==> config.mk <==
export PLATFORM = sky130hd
export DESIGN_NAME = segment_obstacle_collision
export DESIGN_NICKNAME = d
export VERILOG_FILES = /design/src/rtl/soc_pkg.sv /design/src/rtl/segment_obstacle_collision.sv
export SDC_FILE = /design/constraint.sdc
export NUM_CORES = 2
export LEC_CHECK = 0
export BUFFER_PORTS_ARGS = -buffer_cell sky130_fd_sc_hd__buf_2
export CORE_ASPECT_RATIO = 0.6
export CORE_MARGIN = 3
export CORE_UTILIZATION = 55
export DETAILED_ROUTE_END_ITERATION = 16
export PLACE_DENSITY = 0.71
export SLEW_MARGIN = 10
export SYNTH_ARGS = -nofsm -noshare
export SYNTH_HDL_FRONTEND = slang
export SYNTH_SLANG_ARGS = --single-unit
export TNS_END_PERCENT = 20
==> constraint.sdc <==
create_clock -name clk_i -period 13.6 [get_ports clk_i]
set_input_delay 0.68 -clock clk_i [delete_from_list [all_inputs] [get_ports clk_i]]
set_output_delay 0.68 -clock clk_i [all_outputs]
set_load 0.02 [all_outputs]
==> src/rtl/soc_pkg.sv <==
`timescale 1ns / 1ps
`default_nettype none

package soc_pkg;

  // obstacle table entry
  typedef struct packed {
    logic signed [15:0] cx;
    logic signed [15:0] cy;
    logic [9:0]         radius;
  } entry_t;

  typedef enum logic [6:0] {
    ST_IDLE    = 7'b0000001,
    ST_DET_XX  = 7'b0000010,
    ST_DET_YY  = 7'b0000100,
    ST_DET_SUM = 7'b0001000,
    ST_FETCH   = 7'b0010000,
    ST_CALC    = 7'b0100000,
    ST_DONE    = 7'b1000000
  } state_e;

  // per-obstacle sequence, each multiply step named after the multiply issued in that cycle
  typedef enum logic [3:0] {
    STEP_LOAD_OFS   = 4'd0,
    STEP_MUL_DXOX   = 4'd1,
    STEP_MUL_DYOY   = 4'd2,
    STEP_MUL_DXOY   = 4'd3,
    STEP_MUL_DYOX   = 4'd4,
    STEP_MUL_RR     = 4'd5,
    STEP_MUL_SQ     = 4'd6,
    STEP_MUL_RHS_LO = 4'd7,
    STEP_MUL_RHS_HI = 4'd8,
    STEP_COMPARE    = 4'd9
  } step_e;

  localparam int unsigned MulW  = 28;
  localparam int unsigned ProdW = 2 * MulW;

endpackage

`default_nettype wire

==> src/rtl/segment_obstacle_collision.sv <==
`timescale 1ns / 1ps
`default_nettype none

// channel  direction  handshake                  payload
// in       input      in_valid_i / in_ready_o    op_i, entry_index_i, obstacle_*_i,
//                                                start_x_i, start_y_i, end_x_i, end_y_i
// out      output     out_valid_o / out_ready_i  collision_o
//
// a load is written while the block stays ready. a query first computes the segment
// length, then per table entry skips it if hidden, rejects it early on the projection or
// cross-product test, or tests it fully, then hands the flag to the output register.
// all of it runs through one 28x28 signed multiplier with a registered product.
// reset clears the visibility bits at once; centre and radius storage is not cleared.
// a query stops walking at the first hit; a full output register holds the block in
// its handoff cycle until the flag is taken.

module segment_obstacle_collision #(
  parameter int unsigned NUM_OBSTACLES = 32
) (
  input  wire logic               clk_i,
  input  wire logic               rst_ni,
  input  wire logic               in_valid_i,
  output logic                    in_ready_o,
  input  wire logic               op_i,
  input  wire logic [4:0]         entry_index_i,
  input  wire logic signed [15:0] obstacle_x_i,
  input  wire logic signed [15:0] obstacle_y_i,
  input  wire logic [9:0]         obstacle_radius_i,
  input  wire logic [1:0]         obstacle_visibility_i,
  input  wire logic signed [15:0] start_x_i,
  input  wire logic signed [15:0] start_y_i,
  input  wire logic signed [15:0] end_x_i,
  input  wire logic signed [15:0] end_y_i,
  output logic                    out_valid_o,
  input  wire logic               out_ready_i,
  output logic                    collision_o
);

  localparam int unsigned IdxW = (NUM_OBSTACLES > 1) ? $clog2(NUM_OBSTACLES) : 1;
  localparam logic [IdxW-1:0] LastIdx = IdxW'(NUM_OBSTACLES - 1);

  soc_pkg::state_e state_q, state_d;
  soc_pkg::step_e  step_q, step_d;
  logic [IdxW-1:0] idx_q, idx_d;
  logic            hit_q, hit_d;
  logic            out_valid_q, out_valid_d;
  logic            collision_q, collision_d;

  logic [NUM_OBSTACLES-1:0] vis_q;
  soc_pkg::entry_t          obs_mem_q [NUM_OBSTACLES];
  soc_pkg::entry_t          rd_q;

  logic signed [15:0] sx_q, sy_q;
  logic signed [16:0] dx_q, dy_q;
  logic [33:0]        det_q;
  logic signed [16:0] ox_q, oy_q;
  logic signed [34:0] acc_q;
  logic [26:0]        ac_q;
  logic [19:0]        rr_q;
  logic [53:0]        sq_q;
  logic [36:0]        rhs_q;

  logic signed [soc_pkg::MulW-1:0]  mul_a, mul_b;
  logic signed [soc_pkg::ProdW-1:0] mul_p, prod_q;

  logic               query_acc, load_we;
  logic [IdxW-1:0]    wr_idx;
  logic [33:0]        det_sum;
  logic signed [34:0] lam, xprod;
  logic [34:0]        ac_full;
  logic               lam_ok;
  logic [54:0]        rhs_full;
  logic               hit_now;

  assign in_ready_o  = (state_q == soc_pkg::ST_IDLE);
  assign out_valid_o = out_valid_q;
  assign collision_o = collision_q;

  assign query_acc = in_valid_i && in_ready_o && op_i;
  assign load_we   = in_valid_i && in_ready_o && !op_i
                     && (9'(entry_index_i) < 9'(NUM_OBSTACLES));
  assign wr_idx    = IdxW'(entry_index_i);

  assign det_sum  = det_q + prod_q[33:0];
  assign lam      = acc_q + prod_q[34:0];
  assign xprod    = acc_q - prod_q[34:0];
  assign ac_full  = xprod[34] ? 35'(-xprod) : 35'(xprod);
  // projection must land on the segment: 0 <= lam <= det
  assign lam_ok   = !lam[34] && (lam[33:0] <= det_q);
  assign rhs_full = 55'(rhs_q) + {prod_q[37:0], 17'b0};
  assign hit_now  = (55'(sq_q) <= rhs_full);

  // shared multiplier operand select
  always_comb begin
    mul_a = '0;
    mul_b = '0;
    case (state_q)
      soc_pkg::ST_DET_XX: begin
        mul_a = {{11{dx_q[16]}}, dx_q};
        mul_b = {{11{dx_q[16]}}, dx_q};
      end
      soc_pkg::ST_DET_YY: begin
        mul_a = {{11{dy_q[16]}}, dy_q};
        mul_b = {{11{dy_q[16]}}, dy_q};
      end
      soc_pkg::ST_CALC: begin
        case (step_q)
          soc_pkg::STEP_MUL_DXOX: begin
            mul_a = {{11{dx_q[16]}}, dx_q};
            mul_b = {{11{ox_q[16]}}, ox_q};
          end
          soc_pkg::STEP_MUL_DYOY: begin
            mul_a = {{11{dy_q[16]}}, dy_q};
            mul_b = {{11{oy_q[16]}}, oy_q};
          end
          soc_pkg::STEP_MUL_DXOY: begin
            mul_a = {{11{dx_q[16]}}, dx_q};
            mul_b = {{11{oy_q[16]}}, oy_q};
          end
          soc_pkg::STEP_MUL_DYOX: begin
            mul_a = {{11{dy_q[16]}}, dy_q};
            mul_b = {{11{ox_q[16]}}, ox_q};
          end
          soc_pkg::STEP_MUL_RR: begin
            mul_a = {18'b0, rd_q.radius};
            mul_b = {18'b0, rd_q.radius};
          end
          soc_pkg::STEP_MUL_SQ: begin
            mul_a = {1'b0, ac_q};
            mul_b = {1'b0, ac_q};
          end
          soc_pkg::STEP_MUL_RHS_LO: begin
            mul_a = {8'b0, rr_q};
            mul_b = {11'b0, det_q[16:0]};
          end
          soc_pkg::STEP_MUL_RHS_HI: begin
            mul_a = {8'b0, rr_q};
            mul_b = {11'b0, det_q[33:17]};
          end
          default: begin
            mul_a = '0;
            mul_b = '0;
          end
        endcase
      end
      default: begin
        mul_a = '0;
        mul_b = '0;
      end
    endcase
  end

  assign mul_p = mul_a * mul_b;

  // sequencer
  always_comb begin
    state_d     = state_q;
    step_d      = step_q;
    idx_d       = idx_q;
    hit_d       = hit_q;
    out_valid_d = out_valid_q;
    collision_d = collision_q;

    if (out_valid_q && out_ready_i) begin
      out_valid_d = 1'b0;
    end

    case (state_q)
      soc_pkg::ST_IDLE: begin
        if (query_acc) begin
          state_d = soc_pkg::ST_DET_XX;
        end
      end
      soc_pkg::ST_DET_XX: begin
        state_d = soc_pkg::ST_DET_YY;
      end
      soc_pkg::ST_DET_YY: begin
        state_d = soc_pkg::ST_DET_SUM;
      end
      soc_pkg::ST_DET_SUM: begin
        // zero-length segment never collides
        if (det_sum == '0) begin
          hit_d   = 1'b0;
          state_d = soc_pkg::ST_DONE;
        end else begin
          idx_d   = '0;
          state_d = soc_pkg::ST_FETCH;
        end
      end
      soc_pkg::ST_FETCH: begin
        if (vis_q[idx_q]) begin
          step_d  = soc_pkg::STEP_LOAD_OFS;
          state_d = soc_pkg::ST_CALC;
        end else if (idx_q == LastIdx) begin
          hit_d   = 1'b0;
          state_d = soc_pkg::ST_DONE;
        end else begin
          idx_d = idx_q + 1'b1;
        end
      end
      soc_pkg::ST_CALC: begin
        step_d = soc_pkg::step_e'(step_q + 4'd1);
        if ((step_q == soc_pkg::STEP_COMPARE && hit_now)) begin
          hit_d   = 1'b1;
          state_d = soc_pkg::ST_DONE;
        end else if ((step_q == soc_pkg::STEP_MUL_DXOY && !lam_ok)
                     || (step_q == soc_pkg::STEP_MUL_RR && ac_full[34:27] != '0)
                     || step_q == soc_pkg::STEP_COMPARE) begin
          // this obstacle is missed: move on
          if (idx_q == LastIdx) begin
            hit_d   = 1'b0;
            state_d = soc_pkg::ST_DONE;
          end else begin
            idx_d   = idx_q + 1'b1;
            state_d = soc_pkg::ST_FETCH;
          end
        end
      end
      soc_pkg::ST_DONE: begin
        if (!out_valid_q || out_ready_i) begin
          out_valid_d = 1'b1;
          collision_d = hit_q;
          state_d     = soc_pkg::ST_IDLE;
        end
      end
      default: begin
        state_d = soc_pkg::ST_IDLE;
      end
    endcase
  end

  always_ff @(posedge clk_i or negedge rst_ni) begin
    if (!rst_ni) begin
      state_q     <= soc_pkg::ST_IDLE;
      step_q      <= soc_pkg::STEP_LOAD_OFS;
      idx_q       <= '0;
      out_valid_q <= 1'b0;
      vis_q       <= '0;
    end else begin
      state_q     <= state_d;
      step_q      <= step_d;
      idx_q       <= idx_d;
      out_valid_q <= out_valid_d;
      if (load_we) begin
        vis_q[wr_idx] <= |obstacle_visibility_i;
      end
    end
  end

  // obstacle storage
  always_ff @(posedge clk_i) begin
    if (load_we) begin
      obs_mem_q[wr_idx] <= '{cx: obstacle_x_i, cy: obstacle_y_i,
                             radius: obstacle_radius_i};
    end
  end

  always_ff @(posedge clk_i) begin
    rd_q <= obs_mem_q[idx_q];
  end

  // datapath registers
  always_ff @(posedge clk_i) begin
    prod_q      <= mul_p;
    hit_q       <= hit_d;
    collision_q <= collision_d;
    if (query_acc) begin
      sx_q <= start_x_i;
      sy_q <= start_y_i;
      dx_q <= {end_x_i[15], end_x_i} - {start_x_i[15], start_x_i};
      dy_q <= {end_y_i[15], end_y_i} - {start_y_i[15], start_y_i};
    end
    if (state_q == soc_pkg::ST_DET_YY) begin
      det_q <= prod_q[33:0];
    end
    if (state_q == soc_pkg::ST_DET_SUM) begin
      det_q <= det_sum;
    end
    if (state_q == soc_pkg::ST_CALC) begin
      case (step_q)
        soc_pkg::STEP_LOAD_OFS: begin
          ox_q <= {rd_q.cx[15], rd_q.cx} - {sx_q[15], sx_q};
          oy_q <= {rd_q.cy[15], rd_q.cy} - {sy_q[15], sy_q};
        end
        soc_pkg::STEP_MUL_DYOY:   acc_q <= prod_q[34:0];
        soc_pkg::STEP_MUL_DYOX:   acc_q <= prod_q[34:0];
        soc_pkg::STEP_MUL_RR:     ac_q  <= ac_full[26:0];
        soc_pkg::STEP_MUL_SQ:     rr_q  <= prod_q[19:0];
        soc_pkg::STEP_MUL_RHS_LO: sq_q  <= prod_q[53:0];
        soc_pkg::STEP_MUL_RHS_HI: rhs_q <= prod_q[36:0];
        default: begin
        end
      endcase
    end
  end

  a_query_starts: assert property (@(posedge clk_i) disable iff (!rst_ni)
    (in_valid_i && in_ready_o && op_i) |=> (state_q == soc_pkg::ST_DET_XX))
    else $error("accepted query did not start the length computation");

  a_load_stays_ready: assert property (@(posedge clk_i) disable iff (!rst_ni)
    (in_valid_i && in_ready_o && !op_i) |=> in_ready_o)
    else $error("load item left the block busy");

  a_done_hands_off: assert property (@(posedge clk_i) disable iff (!rst_ni)
    (state_q == soc_pkg::ST_DONE && (!out_valid_o || out_ready_i))
      |=> (out_valid_o && in_ready_o))
    else $error("finished query flag not moved to the output register");

  a_walk_in_range: assert property (@(posedge clk_i) disable iff (!rst_ni)
    (state_q == soc_pkg::ST_FETCH || state_q == soc_pkg::ST_CALC) |-> (idx_q <= LastIdx))
    else $error("table walk index beyond last entry");

endmodule

`default_nettype wire

==> impl_summary.log <==
[metrics] setup repair after global routing missed its margin: no
[metrics] clock latency on the worst-skew pair: 0.86 ns
[metrics] gp weighted congestion: 1.05
[metrics] number of nets in the layout: 10,000
[metrics] # DRC: 0
[metrics] crit path time final: 12.42 ns
[metrics] number of clock buffers inserted by TritonCTS: 170
[metrics] endpoint type of the worst setup path: register
[metrics] final setup vio count: 0
[metrics] proportion of power drawn by the clock network: 33.9%
[metrics] most common cell after layout, fill and taps aside: sky130_fd_sc_hd__edfxtp_1
[metrics] Die Width: 574 um
[metrics] category of the critical setup timing path: register to register
[metrics] worst slew margin relative to its limit: 11.7%
[metrics] synthesized net count: 9,861
[metrics] total power per unit cell area: 120 nW/um2
[metrics] post-CTS setup buffers: 0
[metrics] dominant combinational cell family by area after synthesis: adder cells
[metrics] drt initial violations: 10,900
[metrics] htree depth: 4
[metrics] commonest cells after routing, fill and taps aside: sky130_fd_sc_hd__edfxtp_1 (1,653), sky130_fd_sc_hd__inv_1 (1,047), sky130_fd_sc_hd__nand2_1 (842)
[metrics] Slowest Stage Delay on Critical Path: 0.80 ns
[metrics] initial antenna violation count: 46
[metrics] maximum number of pins on one net before global-route repair: 112
[metrics] Sum Neg Setup Slack: 0 ns
[metrics] path class of the lowest-slack min-delay path: input pin to register
[metrics] # IOs: 121
[metrics] Startpoint Class: register
[metrics] Final Hold Violating Endpoints: 0
[metrics] post-layout power: 0.0140 W
[metrics] total vias in the final route: 71,700
[metrics] Async S/R FF share, synth: 2.73%
[metrics] LEAKAGE: 44.8 nW
[metrics] area of the die: 199,000 um2
[metrics] highest fanout seen on the critical path: 50
[metrics] Post-Synth XOR/XNOR Area: 1.84%
[metrics] unique cell type count in the Yosys netlist: 98
[metrics] post-synthesis share of cell area spent on and, or, nand and nor gates: 7.90%
[metrics] MaxCap Viol Count: 0
[metrics] data arrival time of the critical path: 13.11 ns
[metrics] detailed-router iteration count before antenna repair: 7
[metrics] buffers from clock root to sink, at most: 4
[metrics] leftover overflow at the end of global routing: 0
[metrics] CTS tree: done
[metrics] TritonCTS Sinks: 1,798
[metrics] count of final max-slew check failures: 0
[metrics] multiplexer share of the synthesized area: 7.14%
[metrics] area grow syn2layout: 9.49%
[metrics] Yosys warnings: 0
[metrics] I/O Buffers: 120
[metrics] layout cell share with drive strength beyond 1: 10.9%
[metrics] Compound-Gate Fraction of Synth Area: 7.98%
[metrics] post-DP HPWL: 259,000 um
[metrics] number of global-route vias before repair: 69,400
[metrics] Final Routed Wirelength: 354,000 um
[metrics] sequential fraction of the synthesis area: 49.5%
[metrics] clock slew at reported path FFs: 0.07 ns
[metrics] count of cells resized by post-cts repair: 0
[metrics] cell seen most often among critical-path stages: sky130_fd_sc_hd__fa_1
[metrics] global-route wire length before repair: 507,000 um
[metrics] largest clock skew in the final design: 0.106 ns
[metrics] Cell Area, Synth: 107,000 um2
[metrics] die span in y: 347 um
[metrics] floorplan row count: 124
[metrics] flip-flop and latch count after synthesis: 1,798
[metrics] Core Area: 191,000 um2
[metrics] transition time at the pin with the least slew margin: 1.33 ns
[metrics] Worst path slowest cell: sky130_fd_sc_hd__o31ai_1
[metrics] worst IR drop on VDD: 0.000123 V
[metrics] ys flop type: sky130_fd_sc_hd__edfxtp_1
[metrics] critical path required time: 14.29 ns
[metrics] antenna-violating nets left: 0
[metrics] portion of total power attributed to combinational logic: 20.4%
[metrics] Synth Instances: 8,470
[metrics] total routing resource utilization after global routing: 35.5%
[metrics] synthesized-area fraction occupied by adder cells: 20.7%
[metrics] Final Cycle Share: 91.3%
[metrics] wire length per cell after detailed routing: 31.2 um
[metrics] Net Switching: 0.00402 W
[metrics] count of flip-flops with a built-in enable after synthesis: 1,653
[metrics] syn_area_per_cell: 12.6 um2
[metrics] power share of the sequential group: 45.7%
[metrics] outcome: complete, no violations
[metrics] Root Driver: sky130_fd_sc_hd__clkbuf_16
[metrics] Cell Int Power: 0.00996 W
[metrics] Vias per Instance: 6.31
[metrics] f_max: 0.0805 GHz
[metrics] starting density of the core: 55.6%
[metrics] switching part of the total: 28.7%
kinds of logic after synthesis:
| kind of cell | count (synthesis) |
|---|---|
| adders and majority gates | 1273 |
| muxes | 533 |
| and+or+nand+nor | 1932 |
| AOI/OAI and AO/OA | 1317 |
| buffers and inverters | 1393 |
| xor gates and xnor gates | 224 |
| DFF | 1798 |
layer usage:
| layer | GRT usage [%] | up-vias | share of wire [%] |
|---|---|---|---|
| met3 | 12.9 | 433 | 15 |
| met4 | 7.31 | 4 | 2.2 |
| met2 | 44.5 | 4584 | 38 |
| met5 | 0 | - | 0.0065 |
| met1 | 58.2 | 36600 | 45 |
| li1 | - | 30000 | - |
worst paths after layout:
| kind | from | to | slack (ns) | cells after the start |
|---|---|---|---|---|
| hold / removal | start_y_i[12] | sy_q[12]$_DFFE_PP_ | 0.1 | 1 |
| setup reg to reg | step_q[2]$_DFFE_PN0P_ | prod_q[47]$_DFF_P_ | 1.18 | 35 |
| hold reg to reg | prod_q[49]$_DFF_P_ | sq_q[49]$_DFFE_PP_ | 0.40 | 0 |
| min in group asynchronous | rst_ni | vis_q[13]$_DFFE_PN0P_ | 0.51 | 3 |
| setup / recovery | step_q[2]$_DFFE_PN0P_ | prod_q[47]$_DFF_P_ | 1.18 | 35 |
| max in group asynchronous | rst_ni | idx_q[3]$_DFFE_PN0P_ | 12.47 | 3 |
worst max-delay path, delay by kind of cell (launching register included):
kind / cells / cell delay (ns)
xor gates and xnor gates: 1 / 0.14
DFF: 1 / 0.51
adders and majority gates: 9 / 3.73
AOI/OAI and AO/OA: 12 / 4.62
buffers and inverters: 6 / 1.33
and+or+nand+nor: 7 / 1.93
sequential cells by signal (all words and copies together) (netlist names):
name / count
rhs_q: 37
dx_q: 17
ox_q: 17
sy_q: 16
hit_q: 1
idx_q: 5
sq_q: 54
sx_q: 16
collision_o: 1
obs_mem_q: 1344
vis_q: 32
det_q: 34
rd_q: 42
rr_q: 20
state_q: 7
prod_q: 54
oy_q: 17
ac_q: 27
step_q: 4
out_valid_o: 1
acc_q: 35
dy_q: 17
per-stage QoR:
stage / util, % / worst slack, ns / hold slack (ns) / area, um2 / cells
3_5_place_dp: 58.1 / 1.45 / 0.400 / 111000 / 11000
4_1_cts: 60.9 / 1.45 / 0.0654 / 117000 / 11300
2_1_floorplan: - / 3.07 / 0.384 / 107000 / 8470
3_3_place_gp: 58.1 / 1.68 / 0.393 / 111000 / 11000
5_1_grt: 60.9 / 0.763 / 0.0800 / 117000 / 11400
6_report: 60.9 / 1.18 / 0.0993 / 117000 / 11400
synth_stat cells, types with 96 or more instances:
master / n / area share [%]
sky130_fd_sc_hd__edfxtp_1: 1653 / 47
sky130_fd_sc_hd__inv_1: 1047 / 3.7
sky130_fd_sc_hd__nand2_1: 844 / 3.0
sky130_fd_sc_hd__fa_1: 813 / 15
sky130_fd_sc_hd__nor2_1: 626 / 2.2
sky130_fd_sc_hd__ha_1: 460 / 5.4
sky130_fd_sc_hd__a21oi_1: 361 / 1.7
sky130_fd_sc_hd__o21ai_0: 310 / 1.5
sky130_fd_sc_hd__clkbuf_1: 270 / 0.95
sky130_fd_sc_hd__mux2i_1: 269 / 2.5
sky130_fd_sc_hd__mux4_2: 172 / 3.6
sky130_fd_sc_hd__xnor2_1: 170 / 1.4
sky130_fd_sc_hd__o221ai_1: 129 / 1.1
sky130_fd_sc_hd__dfxtp_1: 96 / 1.8
power groups by stage:
stage / Sequential [W] / Combinational [W] / Clock, W
2_1_floorplan: 0.00639 / 0.00186 / 0
3_3_place_gp: 0.00649 / 0.00272 / 0
3_5_place_dp: 0.00649 / 0.00277 / 0
4_1_cts: 0.00638 / 0.00279 / 0.00476
5_1_grt: 0.00639 / 0.00304 / 0.00499
6_report: 0.00639 / 0.00286 / 0.00473
timing repair:
action	4_1_cts	5_1_grt
hold endpoints to repair	23	0
setup endpoints to repair	0	0
hold buffers	1	0
cell type report:
class | instances | area, um2
clock inverters | 71 | 706
diodes | 17 | 42.5
multi-input cells | 5279 | 48900
fillers | 15000 | 74800
well taps | 2583 | 3230
inverters | 1048 | 3930
repair buffers | 342 | 2320
clock buffers | 225 | 4690
flip-flops and latches | 1798 | 52800
(Power assumes the default switching activity.)
